$ cat config.mk
export PLATFORM = sky130hd
export DESIGN_NAME = go_back_n_sender_window_unit_flat
export DESIGN_NICKNAME = d
export VERILOG_FILES = /design/src/hw/rtl/gbn_pkg.sv /design/src/hw/rtl/gbn_if.sv /design/src/hw/rtl/gbn_ctrl.sv /design/src/hw/rtl/gbn_dpath.sv /design/src/hw/rtl/go_back_n_sender_window_unit.sv /design/src/flat_wrapper.sv
export SDC_FILE = /design/constraint.sdc
export NUM_CORES = 1
export LEC_CHECK = 0
export ABC_AREA = 1
export ABC_CLOCK_PERIOD_IN_PS = 10750
export BUFFER_PORTS_ARGS = -buffer_cell sky130_fd_sc_hd__buf_2
export CAP_MARGIN = 20
export CORE_MARGIN = 3
export CORE_UTILIZATION = 64
export CTS_BUF_LIST = sky130_fd_sc_hd__clkbuf_2
export DETAILED_ROUTE_END_ITERATION = 10
export PLACE_DENSITY = 0.82
export REMOVE_ABC_BUFFERS = 1
export SLEW_MARGIN = 15
export SYNTH_ARGS = -nofsm -noshare
export SYNTH_HDL_FRONTEND = slang
export SYNTH_SLANG_ARGS = --single-unit
$ cat constraint.sdc
create_clock -name clk -period 10.75 [get_ports clk]
set_input_delay 2.15 -clock clk [delete_from_list [all_inputs] [get_ports clk]]
set_output_delay 2.15 -clock clk [all_outputs]
set_load 0.02 [all_outputs]
$ cat src/hw/rtl/gbn_pkg.sv
// ----------------------------------------------------------------------------
// gbn_pkg
// Shared types, codes and helpers for the go-back-n sender window unit.
// ----------------------------------------------------------------------------
package gbn_pkg;

  localparam int SEQ_W   = 8;
  localparam int MOD_W   = 9;
  localparam int WINF_W  = 6;
  localparam int TICK_W  = 16;
  localparam int SCNT_W  = 16;
  localparam int CIDX_W  = 2;
  localparam int CDAT_W  = 16;

  // longest retransmit burst
  localparam int BURST_MAX = 32;
  localparam int BURST_W   = 6;

  // register indexes
  localparam logic [CIDX_W-1:0] REG_WINDOW  = 2'd0;
  localparam logic [CIDX_W-1:0] REG_MODULUS = 2'd1;
  localparam logic [CIDX_W-1:0] REG_TIMEOUT = 2'd2;
  localparam logic [CIDX_W-1:0] REG_SEGMENTS = 2'd3;

  // register reset values
  localparam logic [WINF_W-1:0] RST_WINDOW   = 6'd20;
  localparam logic [MOD_W-1:0]  RST_MODULUS  = 9'd201;
  localparam logic [TICK_W-1:0] RST_TIMEOUT  = 16'd1000;
  localparam logic [SCNT_W-1:0] RST_SEGMENTS = 16'd1;

  // modulus clamp bounds
  localparam logic [MOD_W-1:0] MOD_MIN = 9'd2;
  localparam logic [MOD_W-1:0] MOD_MAX = 9'd256;

  // input item modes
  localparam logic [1:0] MODE_SEND = 2'd0;
  localparam logic [1:0] MODE_ACK  = 2'd1;
  localparam logic [1:0] MODE_TICK = 2'd2;

  typedef enum logic [2:0] {
    KIND_NEW     = 3'd0,
    KIND_REFUSED = 3'd1,
    KIND_RESEND  = 3'd2,
    KIND_ACK     = 3'd3,
    KIND_DONE    = 3'd4,
    KIND_IDLE    = 3'd5
  } kind_t;

  typedef enum logic [3:0] {
    OP_NONE,
    OP_REFUSE,
    OP_NEW,
    OP_IDLE,
    OP_DONE,
    OP_ACK,
    OP_TICK,
    OP_TICK_STOP,
    OP_BURST,
    OP_STEP
  } op_t;

  typedef enum logic [1:0] {
    S_IDLE,
    S_EVAL,
    S_APPLY,
    S_SEND
  } state_t;

  typedef struct packed {
    logic load;
    logic eval;
    op_t  op;
  } cmd_t;

  typedef struct packed {
    op_t  dec;
    logic burst_more;
  } sts_t;

  // wrapping increment in a sequence space of size m
  function automatic logic [SEQ_W-1:0] seq_inc(input logic [SEQ_W-1:0] s,
                                               input logic [MOD_W-1:0] m);
    logic [MOD_W-1:0] n;
    n = {1'b0, s} + 9'd1;
    return (n >= m) ? '0 : n[SEQ_W-1:0];
  endfunction

endpackage

$ cat src/hw/rtl/gbn_if.sv
// ----------------------------------------------------------------------------
// gbn channel interfaces
// Request, result and register write channels with valid/ready handshake.
// ----------------------------------------------------------------------------
interface gbn_req_if;
  logic                       valid;
  logic                       ready;
  logic [1:0]                 mode;
  logic [gbn_pkg::SEQ_W-1:0]  ack_seq;
  logic                       ack_more;

  modport source(output valid, mode, ack_seq, ack_more, input ready);
  modport sink(input valid, mode, ack_seq, ack_more, output ready);
endinterface

interface gbn_rsp_if #(
  parameter int INDEX_WIDTH = 16
);
  logic                       valid;
  logic                       ready;
  logic [2:0]                 kind;
  logic [gbn_pkg::SEQ_W-1:0]  seq_number;
  logic [INDEX_WIDTH-1:0]     segment_index;
  logic                       more_follow;
  logic                       last;

  modport source(output valid, kind, seq_number, segment_index, more_follow, last,
                 input ready);
  modport sink(input valid, kind, seq_number, segment_index, more_follow, last,
               output ready);
endinterface

interface gbn_cfg_if;
  logic                        valid;
  logic                        ready;
  logic [gbn_pkg::CIDX_W-1:0]  index;
  logic [gbn_pkg::CDAT_W-1:0]  data;

  modport source(output valid, index, data, input ready);
  modport sink(input valid, index, data, output ready);
endinterface

$ cat src/hw/rtl/gbn_ctrl.sv
// ----------------------------------------------------------------------------
// gbn_ctrl
// Sequencer: accept, evaluate, update, present results (burst stepping).
// ----------------------------------------------------------------------------
module gbn_ctrl (
  input  logic          clk,
  input  logic          rst,
  input  logic          in_valid,
  output logic          in_ready,
  output logic          out_valid,
  input  logic          out_ready,
  input  gbn_pkg::sts_t sts,
  output gbn_pkg::cmd_t cmd
);

  gbn_pkg::state_t state, state_next;

  always_ff @(posedge clk) begin
    if (rst) begin
      state <= gbn_pkg::S_IDLE;
    end else begin
      state <= state_next;
    end
  end

  always_comb begin
    state_next = state;
    cmd.load   = 1'b0;
    cmd.eval   = 1'b0;
    cmd.op     = gbn_pkg::OP_NONE;
    in_ready   = 1'b0;
    out_valid  = 1'b0;
    case (state)
      gbn_pkg::S_IDLE: begin
        in_ready = 1'b1;
        if (in_valid) begin
          cmd.load   = 1'b1;
          state_next = gbn_pkg::S_EVAL;
        end
      end
      gbn_pkg::S_EVAL: begin
        cmd.eval   = 1'b1;
        state_next = gbn_pkg::S_APPLY;
      end
      gbn_pkg::S_APPLY: begin
        cmd.op     = sts.dec;
        state_next = gbn_pkg::S_SEND;
      end
      gbn_pkg::S_SEND: begin
        out_valid = 1'b1;
        if (out_ready) begin
          if (sts.burst_more) begin
            cmd.op = gbn_pkg::OP_STEP;
          end else begin
            state_next = gbn_pkg::S_IDLE;
          end
        end
      end
      default: begin
        state_next = gbn_pkg::S_IDLE;
      end
    endcase
  end

  a_load_to_eval: assert property (@(posedge clk) disable iff (rst)
    in_valid && in_ready |=> state == gbn_pkg::S_EVAL)
    else $error("accepted item not evaluated");

  a_burst_holds: assert property (@(posedge clk) disable iff (rst)
    out_valid && out_ready && sts.burst_more |=> out_valid)
    else $error("burst ended early");

  a_no_overlap: assert property (@(posedge clk) disable iff (rst)
    !(in_ready && out_valid))
    else $error("input taken while result pending");

endmodule

$ cat src/hw/rtl/gbn_dpath.sv
// ----------------------------------------------------------------------------
// gbn_dpath
// Window state, timer, register file, decision logic and result register.
// ----------------------------------------------------------------------------
module gbn_dpath #(
  parameter int MAX_WINDOW  = 32,
  parameter int INDEX_WIDTH = 16
) (
  input  logic                        clk,
  input  logic                        rst,
  input  logic                        cfg_we,
  input  logic [gbn_pkg::CIDX_W-1:0]  cfg_index,
  input  logic [gbn_pkg::CDAT_W-1:0]  cfg_data,
  input  logic [1:0]                  in_mode,
  input  logic [gbn_pkg::SEQ_W-1:0]   in_ack_seq,
  input  logic                        in_ack_more,
  input  gbn_pkg::cmd_t               cmd,
  output gbn_pkg::sts_t               sts,
  output gbn_pkg::kind_t              rsp_kind,
  output logic [gbn_pkg::SEQ_W-1:0]   rsp_seq,
  output logic [INDEX_WIDTH-1:0]      rsp_index,
  output logic                        rsp_more,
  output logic                        rsp_last
);

  localparam int IW = INDEX_WIDTH;
  localparam int SW = gbn_pkg::SEQ_W;
  localparam int MW = gbn_pkg::MOD_W;
  localparam int TW = gbn_pkg::TICK_W;
  localparam int BW = gbn_pkg::BURST_W;
  localparam int WW = $clog2(MAX_WINDOW + 1);
  localparam int CW = (IW > gbn_pkg::SCNT_W) ? IW : gbn_pkg::SCNT_W;
  localparam int DW = (IW > MW) ? IW : MW;

  // register file
  logic [gbn_pkg::WINF_W-1:0] window_size;
  logic [MW-1:0]              seq_modulus;
  logic [TW-1:0]              timeout_ticks;
  logic [gbn_pkg::SCNT_W-1:0] segment_count;

  // effective (clamped) settings
  logic [MW-1:0] eff_mod;
  logic [WW-1:0] eff_win;
  logic [IW-1:0] eff_total;
  logic [TW-1:0] eff_limit;
  logic [MW-1:0] mod_c;
  logic [MW-1:0] win_c;
  logic [CW-1:0] cnt_c;
  logic [CW-1:0] idx_max;

  // window state
  logic [SW-1:0] base_seq;
  logic [SW-1:0] next_seq;
  logic [IW-1:0] base_index;
  logic [IW-1:0] next_index;
  logic          timer_on;
  logic [TW-1:0] timer_count;
  logic          finished;

  // captured item and evaluation results
  logic [1:0]    mode;
  logic [SW-1:0] ack_seq;
  logic          ack_more;
  gbn_pkg::op_t  dec;
  logic [MW-1:0] ack_dist;
  logic [IW-1:0] outst;
  logic          ack_empty;

  // burst walker
  logic [SW-1:0] rs;
  logic [IW-1:0] ri;
  logic [BW-1:0] rem;

  // combinational evaluation
  logic [IW-1:0] outst_c;
  logic [MW-1:0] dist_c;
  logic [TW-1:0] cnt_inc;
  logic          timeout;
  gbn_pkg::op_t  dec_c;
  logic [BW-1:0] burst_n;
  logic [IW-1:0] base_index_new;

  function automatic logic more_after(input logic [IW-1:0] idx,
                                      input logic [IW-1:0] total);
    return ({1'b0, idx} + (IW+1)'(1)) < {1'b0, total};
  endfunction

  // register writes
  always_ff @(posedge clk) begin
    if (rst) begin
      window_size   <= gbn_pkg::RST_WINDOW;
      seq_modulus   <= gbn_pkg::RST_MODULUS;
      timeout_ticks <= gbn_pkg::RST_TIMEOUT;
      segment_count <= gbn_pkg::RST_SEGMENTS;
    end else if (cfg_we) begin
      case (cfg_index)
        gbn_pkg::REG_WINDOW:   window_size   <= cfg_data[gbn_pkg::WINF_W-1:0];
        gbn_pkg::REG_MODULUS:  seq_modulus   <= cfg_data[MW-1:0];
        gbn_pkg::REG_TIMEOUT:  timeout_ticks <= cfg_data[TW-1:0];
        gbn_pkg::REG_SEGMENTS: segment_count <= cfg_data[gbn_pkg::SCNT_W-1:0];
        default: ;
      endcase
    end
  end

  // clamping, registered once per cycle
  always_comb begin
    idx_max = CW'({IW{1'b1}});
    if (seq_modulus < gbn_pkg::MOD_MIN) begin
      mod_c = gbn_pkg::MOD_MIN;
    end else if (seq_modulus > gbn_pkg::MOD_MAX) begin
      mod_c = gbn_pkg::MOD_MAX;
    end else begin
      mod_c = seq_modulus;
    end
    win_c = (window_size == '0) ? MW'(1) : MW'(window_size);
    if (win_c > MW'(MAX_WINDOW)) begin
      win_c = MW'(MAX_WINDOW);
    end
    if (win_c > mod_c - MW'(1)) begin
      win_c = mod_c - MW'(1);
    end
    cnt_c = (CW'(segment_count) > idx_max) ? idx_max : CW'(segment_count);
  end

  always_ff @(posedge clk) begin
    if (rst) begin
      eff_mod   <= gbn_pkg::RST_MODULUS;
      eff_win   <= WW'(1);
      eff_total <= IW'(1);
      eff_limit <= gbn_pkg::RST_TIMEOUT;
    end else begin
      eff_mod   <= mod_c;
      eff_win   <= win_c[WW-1:0];
      eff_total <= cnt_c[IW-1:0];
      eff_limit <= (timeout_ticks == '0) ? TW'(1) : timeout_ticks;
    end
  end

  // decision for the captured item
  always_comb begin
    outst_c = next_index - base_index;
    if (ack_seq >= base_seq) begin
      dist_c = MW'(ack_seq) - MW'(base_seq);
    end else begin
      dist_c = MW'(ack_seq) + eff_mod - MW'(base_seq);
    end
    cnt_inc = (timer_count == '1) ? timer_count : timer_count + TW'(1);
    timeout = cnt_inc >= eff_limit;
    dec_c   = gbn_pkg::OP_IDLE;
    case (mode)
      gbn_pkg::MODE_SEND: begin
        if (finished || outst_c >= IW'(eff_win) || next_index >= eff_total) begin
          dec_c = gbn_pkg::OP_REFUSE;
        end else begin
          dec_c = gbn_pkg::OP_NEW;
        end
      end
      gbn_pkg::MODE_ACK: begin
        if (finished) begin
          dec_c = gbn_pkg::OP_IDLE;
        end else if (!ack_more) begin
          dec_c = gbn_pkg::OP_DONE;
        end else if (MW'(ack_seq) >= eff_mod || DW'(dist_c) >= DW'(outst_c)) begin
          dec_c = gbn_pkg::OP_IDLE;
        end else begin
          dec_c = gbn_pkg::OP_ACK;
        end
      end
      gbn_pkg::MODE_TICK: begin
        if (!finished && timer_on) begin
          if (!timeout) begin
            dec_c = gbn_pkg::OP_TICK;
          end else if (outst_c == '0) begin
            dec_c = gbn_pkg::OP_TICK_STOP;
          end else begin
            dec_c = gbn_pkg::OP_BURST;
          end
        end
      end
      default: dec_c = gbn_pkg::OP_IDLE;
    endcase
    burst_n = (outst > IW'(gbn_pkg::BURST_MAX)) ? BW'(gbn_pkg::BURST_MAX)
                                                : outst[BW-1:0];
    base_index_new = base_index + IW'(ack_dist) + IW'(1);
  end

  // item capture and evaluation registers
  always_ff @(posedge clk) begin
    if (cmd.load) begin
      mode     <= in_mode;
      ack_seq  <= in_ack_seq;
      ack_more <= in_ack_more;
    end
    if (cmd.eval) begin
      ack_dist  <= dist_c;
      outst     <= outst_c;
      ack_empty <= (DW'(dist_c) + DW'(1)) == DW'(outst_c);
    end
  end

  always_ff @(posedge clk) begin
    if (rst) begin
      dec <= gbn_pkg::OP_IDLE;
    end else if (cmd.eval) begin
      dec <= dec_c;
    end
  end

  // window state and timer
  always_ff @(posedge clk) begin
    if (rst) begin
      base_seq    <= '0;
      next_seq    <= '0;
      base_index  <= '0;
      next_index  <= '0;
      timer_on    <= 1'b0;
      timer_count <= '0;
      finished    <= 1'b0;
      rem         <= '0;
    end else begin
      case (cmd.op)
        gbn_pkg::OP_NEW: begin
          if (outst == '0) begin
            timer_on    <= 1'b1;
            timer_count <= '0;
          end
          next_index <= next_index + IW'(1);
          next_seq   <= gbn_pkg::seq_inc(next_seq, eff_mod);
        end
        gbn_pkg::OP_DONE: begin
          finished <= 1'b1;
          timer_on <= 1'b0;
        end
        gbn_pkg::OP_ACK: begin
          base_index <= base_index_new;
          base_seq   <= gbn_pkg::seq_inc(ack_seq, eff_mod);
          timer_on   <= !ack_empty;
          if (!ack_empty) begin
            timer_count <= '0;
          end
        end
        gbn_pkg::OP_TICK: begin
          timer_count <= cnt_inc;
        end
        gbn_pkg::OP_TICK_STOP: begin
          timer_count <= cnt_inc;
          timer_on    <= 1'b0;
        end
        gbn_pkg::OP_BURST: begin
          timer_count <= '0;
          rem         <= burst_n - BW'(1);
        end
        gbn_pkg::OP_STEP: begin
          rem <= rem - BW'(1);
        end
        default: ;
      endcase
    end
  end

  // result register and burst walker
  always_ff @(posedge clk) begin
    case (cmd.op)
      gbn_pkg::OP_NEW: begin
        rsp_kind  <= gbn_pkg::KIND_NEW;
        rsp_seq   <= next_seq;
        rsp_index <= next_index;
        rsp_more  <= more_after(next_index, eff_total);
        rsp_last  <= 1'b1;
      end
      gbn_pkg::OP_REFUSE: begin
        rsp_kind  <= gbn_pkg::KIND_REFUSED;
        rsp_seq   <= '0;
        rsp_index <= '0;
        rsp_more  <= 1'b0;
        rsp_last  <= 1'b1;
      end
      gbn_pkg::OP_DONE: begin
        rsp_kind  <= gbn_pkg::KIND_DONE;
        rsp_seq   <= '0;
        rsp_index <= '0;
        rsp_more  <= 1'b0;
        rsp_last  <= 1'b1;
      end
      gbn_pkg::OP_ACK: begin
        rsp_kind  <= gbn_pkg::KIND_ACK;
        rsp_seq   <= ack_seq;
        rsp_index <= base_index_new;
        rsp_more  <= 1'b0;
        rsp_last  <= 1'b1;
      end
      gbn_pkg::OP_IDLE, gbn_pkg::OP_TICK, gbn_pkg::OP_TICK_STOP: begin
        rsp_kind  <= gbn_pkg::KIND_IDLE;
        rsp_seq   <= '0;
        rsp_index <= '0;
        rsp_more  <= 1'b0;
        rsp_last  <= 1'b1;
      end
      gbn_pkg::OP_BURST: begin
        rsp_kind  <= gbn_pkg::KIND_RESEND;
        rsp_seq   <= base_seq;
        rsp_index <= base_index;
        rsp_more  <= more_after(base_index, eff_total);
        rsp_last  <= burst_n == BW'(1);
        rs        <= gbn_pkg::seq_inc(base_seq, eff_mod);
        ri        <= base_index + IW'(1);
      end
      gbn_pkg::OP_STEP: begin
        rsp_kind  <= gbn_pkg::KIND_RESEND;
        rsp_seq   <= rs;
        rsp_index <= ri;
        rsp_more  <= more_after(ri, eff_total);
        rsp_last  <= rem == BW'(1);
        rs        <= gbn_pkg::seq_inc(rs, eff_mod);
        ri        <= ri + IW'(1);
      end
      default: ;
    endcase
  end

  assign sts.dec        = dec;
  assign sts.burst_more = rem != '0;

  a_done_stops_timer: assert property (@(posedge clk) disable iff (rst)
    finished |-> !timer_on)
    else $error("timer running after completion");

  a_burst_not_last: assert property (@(posedge clk) disable iff (rst)
    cmd.op == gbn_pkg::OP_BURST || cmd.op == gbn_pkg::OP_STEP
      |=> (rem != '0) == !rsp_last)
    else $error("burst last flag out of step with count");

  a_ack_moves_base: assert property (@(posedge clk) disable iff (rst)
    cmd.op == gbn_pkg::OP_ACK |=> base_index == rsp_index)
    else $error("ack result disagrees with new base");

endmodule

$ cat src/hw/rtl/go_back_n_sender_window_unit.sv
// ----------------------------------------------------------------------------
// go_back_n_sender_window_unit
// Go-back-n sender window control: sends, cumulative acks, retransmit timer.
// ----------------------------------------------------------------------------
// Takes one request item at a time on req: a send request, a cumulative
// acknowledgement or a timer tick. Each item yields one result on rsp, except
// a tick that hits the timeout with segments outstanding, which yields one
// retransmit result per outstanding segment (at most 32, oldest first), the
// final one flagged with last. The first result of an item is offered once
// the item has been captured and evaluated and its state update has been
// written into the result register; further retransmits follow at one per
// cycle while rsp is ready; req is ready again the cycle after the last
// result transfers. The four-state sequencer in the controller sets this
// order. Register writes on cfg are always taken; they must be made only
// while no item is in progress, and reach the window logic through the
// register file and then the clamped settings registers. Register indexes:
// 0 window size, 1 sequence modulus, 2 timeout in ticks, 3 segment count.
// Out-of-range values are clamped: modulus to 2..256, window to
// 1..MAX_WINDOW and below the modulus, timeout 0 behaves as 1, segment
// count to the index range.
// ----------------------------------------------------------------------------
module go_back_n_sender_window_unit #(
  parameter int MAX_WINDOW  = 32,
  parameter int INDEX_WIDTH = 16
) (
  input  logic       clk,
  input  logic       rst,
  gbn_req_if.sink    req,
  gbn_rsp_if.source  rsp,
  gbn_cfg_if.sink    cfg
);

  gbn_pkg::cmd_t  cmd;
  gbn_pkg::sts_t  sts;
  gbn_pkg::kind_t kind;

  // register port never stalls
  assign cfg.ready = 1'b1;

  // sequencer: owns both handshakes
  gbn_ctrl u_ctrl (
    .clk       (clk),
    .rst       (rst),
    .in_valid  (req.valid),
    .in_ready  (req.ready),
    .out_valid (rsp.valid),
    .out_ready (rsp.ready),
    .sts       (sts),
    .cmd       (cmd)
  );

  // window state, timer, settings and result register
  gbn_dpath #(
    .MAX_WINDOW  (MAX_WINDOW),
    .INDEX_WIDTH (INDEX_WIDTH)
  ) u_dpath (
    .clk         (clk),
    .rst         (rst),
    .cfg_we      (cfg.valid),
    .cfg_index   (cfg.index),
    .cfg_data    (cfg.data),
    .in_mode     (req.mode),
    .in_ack_seq  (req.ack_seq),
    .in_ack_more (req.ack_more),
    .cmd         (cmd),
    .sts         (sts),
    .rsp_kind    (kind),
    .rsp_seq     (rsp.seq_number),
    .rsp_index   (rsp.segment_index),
    .rsp_more    (rsp.more_follow),
    .rsp_last    (rsp.last)
  );

  // result kind as a plain code on the channel
  assign rsp.kind = kind;

endmodule
$ cat src/flat_wrapper.sv
// flat-port wrapper written by rule: the top's interface ports become plain ports
module go_back_n_sender_window_unit_flat 
#(
  parameter int MAX_WINDOW  = 32,
  parameter int INDEX_WIDTH = 16
)
  (clk, rst, req_valid, req_mode, req_ack_seq, req_ack_more, req_ready, rsp_valid, rsp_kind, rsp_seq_number, rsp_segment_index, rsp_more_follow, rsp_last, rsp_ready, cfg_valid, cfg_index, cfg_data, cfg_ready);
  gbn_req_if req_i ();
  gbn_rsp_if #(.INDEX_WIDTH(INDEX_WIDTH)) rsp_i ();
  gbn_cfg_if cfg_i ();
  input  logic clk;
  input  logic rst;
  input wire logic [$bits(req_i.valid)-1:0] req_valid;
  input wire logic [$bits(req_i.mode)-1:0] req_mode;
  input wire logic [$bits(req_i.ack_seq)-1:0] req_ack_seq;
  input wire logic [$bits(req_i.ack_more)-1:0] req_ack_more;
  output wire logic [$bits(req_i.ready)-1:0] req_ready;
  output wire logic [$bits(rsp_i.valid)-1:0] rsp_valid;
  output wire logic [$bits(rsp_i.kind)-1:0] rsp_kind;
  output wire logic [$bits(rsp_i.seq_number)-1:0] rsp_seq_number;
  output wire logic [$bits(rsp_i.segment_index)-1:0] rsp_segment_index;
  output wire logic [$bits(rsp_i.more_follow)-1:0] rsp_more_follow;
  output wire logic [$bits(rsp_i.last)-1:0] rsp_last;
  input wire logic [$bits(rsp_i.ready)-1:0] rsp_ready;
  input wire logic [$bits(cfg_i.valid)-1:0] cfg_valid;
  input wire logic [$bits(cfg_i.index)-1:0] cfg_index;
  input wire logic [$bits(cfg_i.data)-1:0] cfg_data;
  output wire logic [$bits(cfg_i.ready)-1:0] cfg_ready;
  assign req_i.valid = req_valid;
  assign req_i.mode = req_mode;
  assign req_i.ack_seq = req_ack_seq;
  assign req_i.ack_more = req_ack_more;
  assign req_ready = req_i.ready;
  assign rsp_valid = rsp_i.valid;
  assign rsp_kind = rsp_i.kind;
  assign rsp_seq_number = rsp_i.seq_number;
  assign rsp_segment_index = rsp_i.segment_index;
  assign rsp_more_follow = rsp_i.more_follow;
  assign rsp_last = rsp_i.last;
  assign rsp_i.ready = rsp_ready;
  assign cfg_i.valid = cfg_valid;
  assign cfg_i.index = cfg_index;
  assign cfg_i.data = cfg_data;
  assign cfg_ready = cfg_i.ready;
  go_back_n_sender_window_unit #(.MAX_WINDOW(MAX_WINDOW), .INDEX_WIDTH(INDEX_WIDTH)) u_core (.clk(clk), .rst(rst), .req(req_i), .rsp(rsp_i), .cfg(cfg_i));
endmodule
Yosys cells after proc, flatten, opt, wreduce, memory -nomap -nowiden
Index checks and enable logic that the tools add are counted.

$add $sub $neg: 21. Magnitude comparators: 19. Equality and inequality tests: 26. Muxes and demuxes: 47. Reductions and logical operators: 37.

Operator list (number): 16-bit by 1-bit adder with 16-bit output, second input constant (5); 16-bit one-hot mux with 5 select lines (1); 16-bit 2-to-1 mux (4); 16-bit one-hot mux with 4 select lines (1); 16-bit by 1-bit adder with 17-bit output, second input constant (3); 17-bit by 16-bit less-than comparator with 1-bit output (3); 16-bit logical NOT (3); 8-bit one-hot mux with 5 select lines (1); 8-bit by 1-bit adder with 9-bit output, second input constant (4); 9-bit >= comparator (4); 16-bit >= comparator (2); 8-bit 2-to-1 mux (4); 16-bit one-hot mux with 2 select lines (1); 9-bit 2-to-1 mux (3); 6-bit 2-to-1 mux (4); 4-bit 2-to-1 mux (5); 3-bit one-hot mux with 6 select lines (1); 16-bit by 9-bit adder with 16-bit output (1); 10-bit by 16-bit == test with 1-bit output (1); 16-bit == test, second input constant (1); 4-bit by 3-bit == test with 1-bit output, second input constant (4); 16-bit by 6-bit >= comparator with 1-bit output (1); 9-bit by 16-bit >= comparator with 1-bit output (1); 16-bit > comparator, second input constant (1); 49 further kinds (91).

Bits in registers: 262. Output and inout bits: 32. Logic and storage cells: 183.

Logic depth before layout (Yosys ltp)
Word-level depth: 9. Gate-level depth with buffers: 27. Mapped depth without buffers: 27.

Modules after synthesis
A second synthesis with hierarchy kept.

Cells, all modules: 2416. Area total of the unflattened synthesis: 18066.1 um2.

Modules (own cells, without submodules): gbn_dpath (instances 1, cells an instance 2376, area each 17814.6 um2); gbn_ctrl (instances 1, cells an instance 38, area each 240.2 um2); go_back_n_sender_window_unit (instances 1, cells an instance 2, area each 11.3 um2).

Least setup slack after synthesis
No wires, ideal clock.

Path type: input to register. From: input rsp_ready. To: register u_core.u_dpath.rsp_index[0], enable pin. Arrival: 4.444 ns. Data required time: 10.369 ns. Slack: 5.925 ns. Stages: 10. Cell sequence: nand2_4 > nand2_2 > nand2_4 > nor2_2 > inv_1 > nand2_1 > nor2_1 > buf_2 > buf_4 > nand2_1.

Word-level cells in the longest chain between the ends: 5.

Ends and longest elaborated chain: start: declaration (RTL line flat_wrapper.sv:24) `input wire logic [$bits(rsp_i.ready)-1:0] rsp_ready;`; 4-bit 2-to-1 mux (*) (RTL line gbn_ctrl.sv:51) `if (out_ready) begin`; 4-bit one-hot mux with 2 select lines (*) (RTL line gbn_ctrl.sv:33) `case (state)`; 4-bit by 2-bit == test with 1-bit output (tied with other cells) (RTL line gbn_dpath.sv:264) `case (cmd.op)`; 5-bit OR reduction (no source line); 5-bit nonzero test (no source line) (*); end signal: assignment (RTL line gbn_dpath.sv:268) `rsp_index <= next_index;`; end signal: assignment (RTL line gbn_dpath.sv:289) `rsp_index <= base_index_new;`; end signal: assignment (RTL line gbn_dpath.sv:303) `rsp_index <= base_index;`; end: declaration (RTL line gbn_dpath.sv:21) `output logic [INDEX_WIDTH-1:0] rsp_index,`.

Every way passes the cells marked *; elsewhere a longest branch is shown, timed or not. A chain may end at the register's enable or synchronous reset.

Worst setup path after layout
From: register u_core.u_dpath.ack_seq[4]. To: register u_core.u_dpath.dec[1].

Word-level cells in the longest chain between the ends: 9.

Ends and longest elaborated chain: start: declaration (RTL line gbn_dpath.sv:62) `logic [SW-1:0] ack_seq;`; start signal: assignment (RTL line gbn_dpath.sv:192) `ack_seq <= in_ack_seq;`; 8-bit by 9-bit adder with 9-bit output (RTL line gbn_dpath.sv:146) `dist_c = MW'(ack_seq) + eff_mod - MW'(base_seq);`; 9-bit by 8-bit subtractor with 9-bit output (RTL line gbn_dpath.sv:146); 9-bit 2-to-1 mux (*) (RTL line gbn_dpath.sv:143) `if (ack_seq >= base_seq) begin`; named net u_core.u_dpath.dist_c[7] (RTL line gbn_dpath.sv:76) `logic [MW-1:0] dist_c;`; 9-bit by 16-bit >= comparator with 1-bit output (*) (RTL line gbn_dpath.sv:164) `end else if (MW'(ack_seq) >= eff_mod || DW'(dist_c) >= DW'(outst_c)) begin`; 1-bit logical OR (*) (RTL line gbn_dpath.sv:164); 3-bit 2-to-1 mux (*) (RTL line gbn_dpath.sv:164); 3-bit 2-to-1 mux (*) (RTL line gbn_dpath.sv:162) `end else if (!ack_more) begin`; 3-bit 2-to-1 mux (*) (RTL line gbn_dpath.sv:160) `if (finished) begin`; 4-bit one-hot mux with 3 select lines (*) (RTL line gbn_dpath.sv:151) `case (mode)`; end signal: assignment (RTL line gbn_dpath.sv:204) `dec <= gbn_pkg::OP_IDLE;`; end: declaration (RTL line gbn_dpath.sv:64) `gbn_pkg::op_t dec;`.

Mark *: on every way through the listed nets, which the timed path passes. The rest lies on a longest branch.

==> results.cfg <==
[status]
status = finished clean

[clock_network]
path_clk_slew_ns = 0.11
ctsResizeCount = 0
cts_tree = built
worstSkewPairLatency_ns = 0.92
postCtsHoldBufs = 0
clock_path_buffers = 3
cts_max_level = 3
cts_made_buffers = 69
root_buffer = clkbuf_2
post_cts_buffers = 0
clock_sinks = 262

[yosys]
synthDistinctLibCells = 58
synth_edf_count = 90
synth_ff_type = dfxtp_1
synth_common_cells = nand2_1, inv_1, nor2_1
ys_seq_elements = 262
async_reset_ff_share_pct = 0
synth-seq-area-share_pct = 33.2
synth.avg_cell_area_um2 = 7.38
synth_top_area_cell = dfxtp_1
synth_top_area_share_pct = 18.6
synth_area_um2 = 18500
yosysMostFrequentCell = nand2_1
syn_inst = 2508
synth.area.top_cells = dfxtp_1, edfxtp_1, ha_1
ys.warnings.count = 0

[place]
dpl.hpwl_um = 39600
gp_congestion = 0.987
placed_area_um2 = 19100
post-place-ws_ns = 5.93
portBuffers = 64

[setup_path]
reg2reg_to = u_core.u_dpath.dec[1]
crit_family = adder cells
crit_chain = inv_1 -> fa_1 -> inv_1 -> ha_1 -> a21oi_1 -> o21a_1 -> nand2_1 -> nand2_1 -> nand3_1 -> nand2_1 -> inv_1 -> ha_1 -> nand2_1 -> nor2_1 -> nor2_1 -> o211ai_1 -> o21ai_0 -> nand2_1 -> nand3_1 -> nand2_1 -> a21boi_0 -> nand3_1 -> nand2_1 -> nand2_1
cp_data_arrival_time_ns = 4.93
max_stage_delay_ns = 0.61
rr_worst_depth = 24
path_class = flip-flop to flip-flop
crit_top_cell = nand2_1
cp.required_ns = 11.53
path_max_fanout = 6
end_kind = flip-flop
path_buf_inv = 3
r2r_slack_ns = 6.59
slowest_stage = edfxtp_1
critPathLaunchType = flip-flop
r2r_start = u_core.u_dpath.ack_seq[4]

[floorplan]
core_um2 = 28200
ios = 66
start_util_pct = 65.8
die_area_um2 = 31000
die_y_um = 176
placement_rows = 61
die_width_um = 176

[power]
p_leak_uw = 0.00951
power.density_nw_per_um2 = 226
ir_worst_vdd_mv = 0.119
total_power_uw = 4470

[routing]
dr.first_iter.drc_count = 1740
drcViolationCount = 0
dr.pass1.iters = 6
met3WireLength_um = 4520
top_layer = met4
final_antenna_net_count = 0
avgViaCountPerCell = 5.75
post_drt_wl_per_cell_um = 16.9
wirelength_met1_um = 21900
finalWirelength_um = 51100
wl_met2_um = 23400
vias = 17400

[timing]
skew_ns = 0.123
hold_violations = 0
fmaxAchievable_mhz = 240
rsz0062_at_grt = false
relSlewSlack_pct = 22.6
fin_crit_sh_pct = 38.7
worst_pin_slew_ns = 1.15
setup_viol = 0
setup_tns_ns = 0
min_period_ns = 4.16
drv_slew = 0
worst_slack_ns = 6.59

[finish]
final_area_um2 = 19800
syn2layout_area_growth_pct = 6.68
finalNetCount = 2845
drive_above_1_share_pct = 8.63

[min_path]
worstHoldStart = u_core.u_dpath.segment_count[6]
hp-class = flip-flop to flip-flop
hold_end = u_core.u_dpath.eff_total[6]
hold_path_depth = 2

[job]
cap_viol_max_count = 0

[global_route]
grt_pass1_vias = 16600
grt_overflow = 0
grt_max_degree = 77
grtUsageTotal_pct = 32.8
antenna_found_initial = 1
grt_pass1_wl_um = 81900
per-stage QoR:
step | util, % | hold WS, ns | std cells
3_3_place_gp | 67.9 | 0.418 | 2904
6_report | 70.1 | 0.379 | 3031
4_1_cts | 70.1 | 0.380 | 3030
5_1_grt | 70.1 | 0.392 | 3031
2_1_floorplan | - | 0.389 | 2456
3_5_place_dp | 67.9 | 0.423 | 2904
power breakdown:
| group | switching [uW] | internal, uW |
|---|---|---|
| Sequential | 153 | 1290 |
| Clock | 447 | 252 |
| Combinational | 1570 | 766 |
| Total | 2170 | 2300 |
how the worst max path moves through the flow:
| stage | cells past startpoint | slack (ns) | start | endpoint |
|---|---|---|---|---|
| floorplan | 8 | 5.76 | rsp_ready | u_core.u_dpath.rsp_index[0] |
| CTS | 24 | 6.69 | u_core.u_dpath.ack_seq[4] | u_core.u_dpath.dec[1] |
| finish | 24 | 6.59 | u_core.u_dpath.ack_seq[4] | u_core.u_dpath.dec[1] |
| global route | 24 | 6.29 | u_core.u_dpath.ack_seq[4] | u_core.u_dpath.dec[1] |
| detailed placement | 11 | 5.93 | rsp_ready | u_core.u_dpath.rsp_index[12] |
| global placement | 11 | 5.97 | rsp_ready | u_core.u_dpath.rsp_index[12] |
worst min-delay path, cell delays in order, from the launching register on:
cell and delay (ns):
dfxtp_1 0.30, inv_1 0.06, nor2_1 0.04
layer usage:
metal | vias up | GRT usage [%]
met5 | - | 0
li1 | 8491 | -
met2 | 775 | 53.9
met3 | 113 | 5.46
met4 | 0 | 10.8
met1 | 8047 | 44.2
registers in the layout (all words and copies together) (netlist names), 4 cells and up:
| signal | flops |
|---|---|
| u_core.u_dpath.base_index | 16 |
| u_core.u_dpath.eff_limit | 16 |
| u_core.u_dpath.eff_total | 16 |
| u_core.u_dpath.next_index | 16 |
| u_core.u_dpath.outst | 16 |
| u_core.u_dpath.ri | 16 |
| u_core.u_dpath.rsp_index | 16 |
| u_core.u_dpath.segment_count | 16 |
| u_core.u_dpath.timeout_ticks | 16 |
| u_core.u_dpath.timer_count | 16 |
| u_core.u_dpath.ack_dist | 9 |
| u_core.u_dpath.eff_mod | 9 |
| u_core.u_dpath.seq_modulus | 9 |
| u_core.u_dpath.ack_seq | 8 |
| u_core.u_dpath.base_seq | 8 |
| u_core.u_dpath.next_seq | 8 |
| u_core.u_dpath.rs | 8 |
| u_core.u_dpath.rsp_seq | 8 |
| u_core.u_dpath.eff_win | 6 |
| u_core.u_dpath.rem | 6 |
| u_core.u_dpath.window_size | 6 |
| u_core.u_dpath.dec | 4 |
layout make-up:
type | count | area, um2
clock buffers | 96 | 480
flip-flops and latches | 262 | 6150
multi-input cells | 1791 | 10600
inverters | 403 | 1510
repair buffers | 70 | 365
clock inverters | 30 | 153
diodes | 1 | 2.50
fillers | 2412 | 8410
well taps | 378 | 473
cell families (layout without fill, tap and decap cells):
| family | Yosys count | count (layout) | share of synthesized area, % |
|---|---|---|---|
| AND/OR/NAND/NOR | 1053 | 1053 | 24.6 |
| buffers and inverters | 455 | 599 | 9.46 |
| AO/OA/AOI/OAI | 415 | 415 | 12.7 |
| XOR/XNOR | 108 | 108 | 5.11 |
| other | 1 | 2 | 0.0203 |
| flip-flops | 262 | 262 | 33.2 |
| adder cells (fa/ha/maj) | 214 | 214 | 14.9 |
cells in the final DEF (no fill, tap or decap), types with 90 or more instances in the layout:
master | synthesis | layout
a21oi_1 | 203 | 203
clkbuf_2 | 0 | 96
dfxtp_1 | 172 | 172
edfxtp_1 | 90 | 90
ha_1 | 203 | 203
inv_1 | 399 | 399
nand2_1 | 561 | 561
nand3_1 | 137 | 137
nor2_1 | 208 | 207
o21ai_0 | 108 | 108
Note: power is estimated with default switching activity, not from simulation.
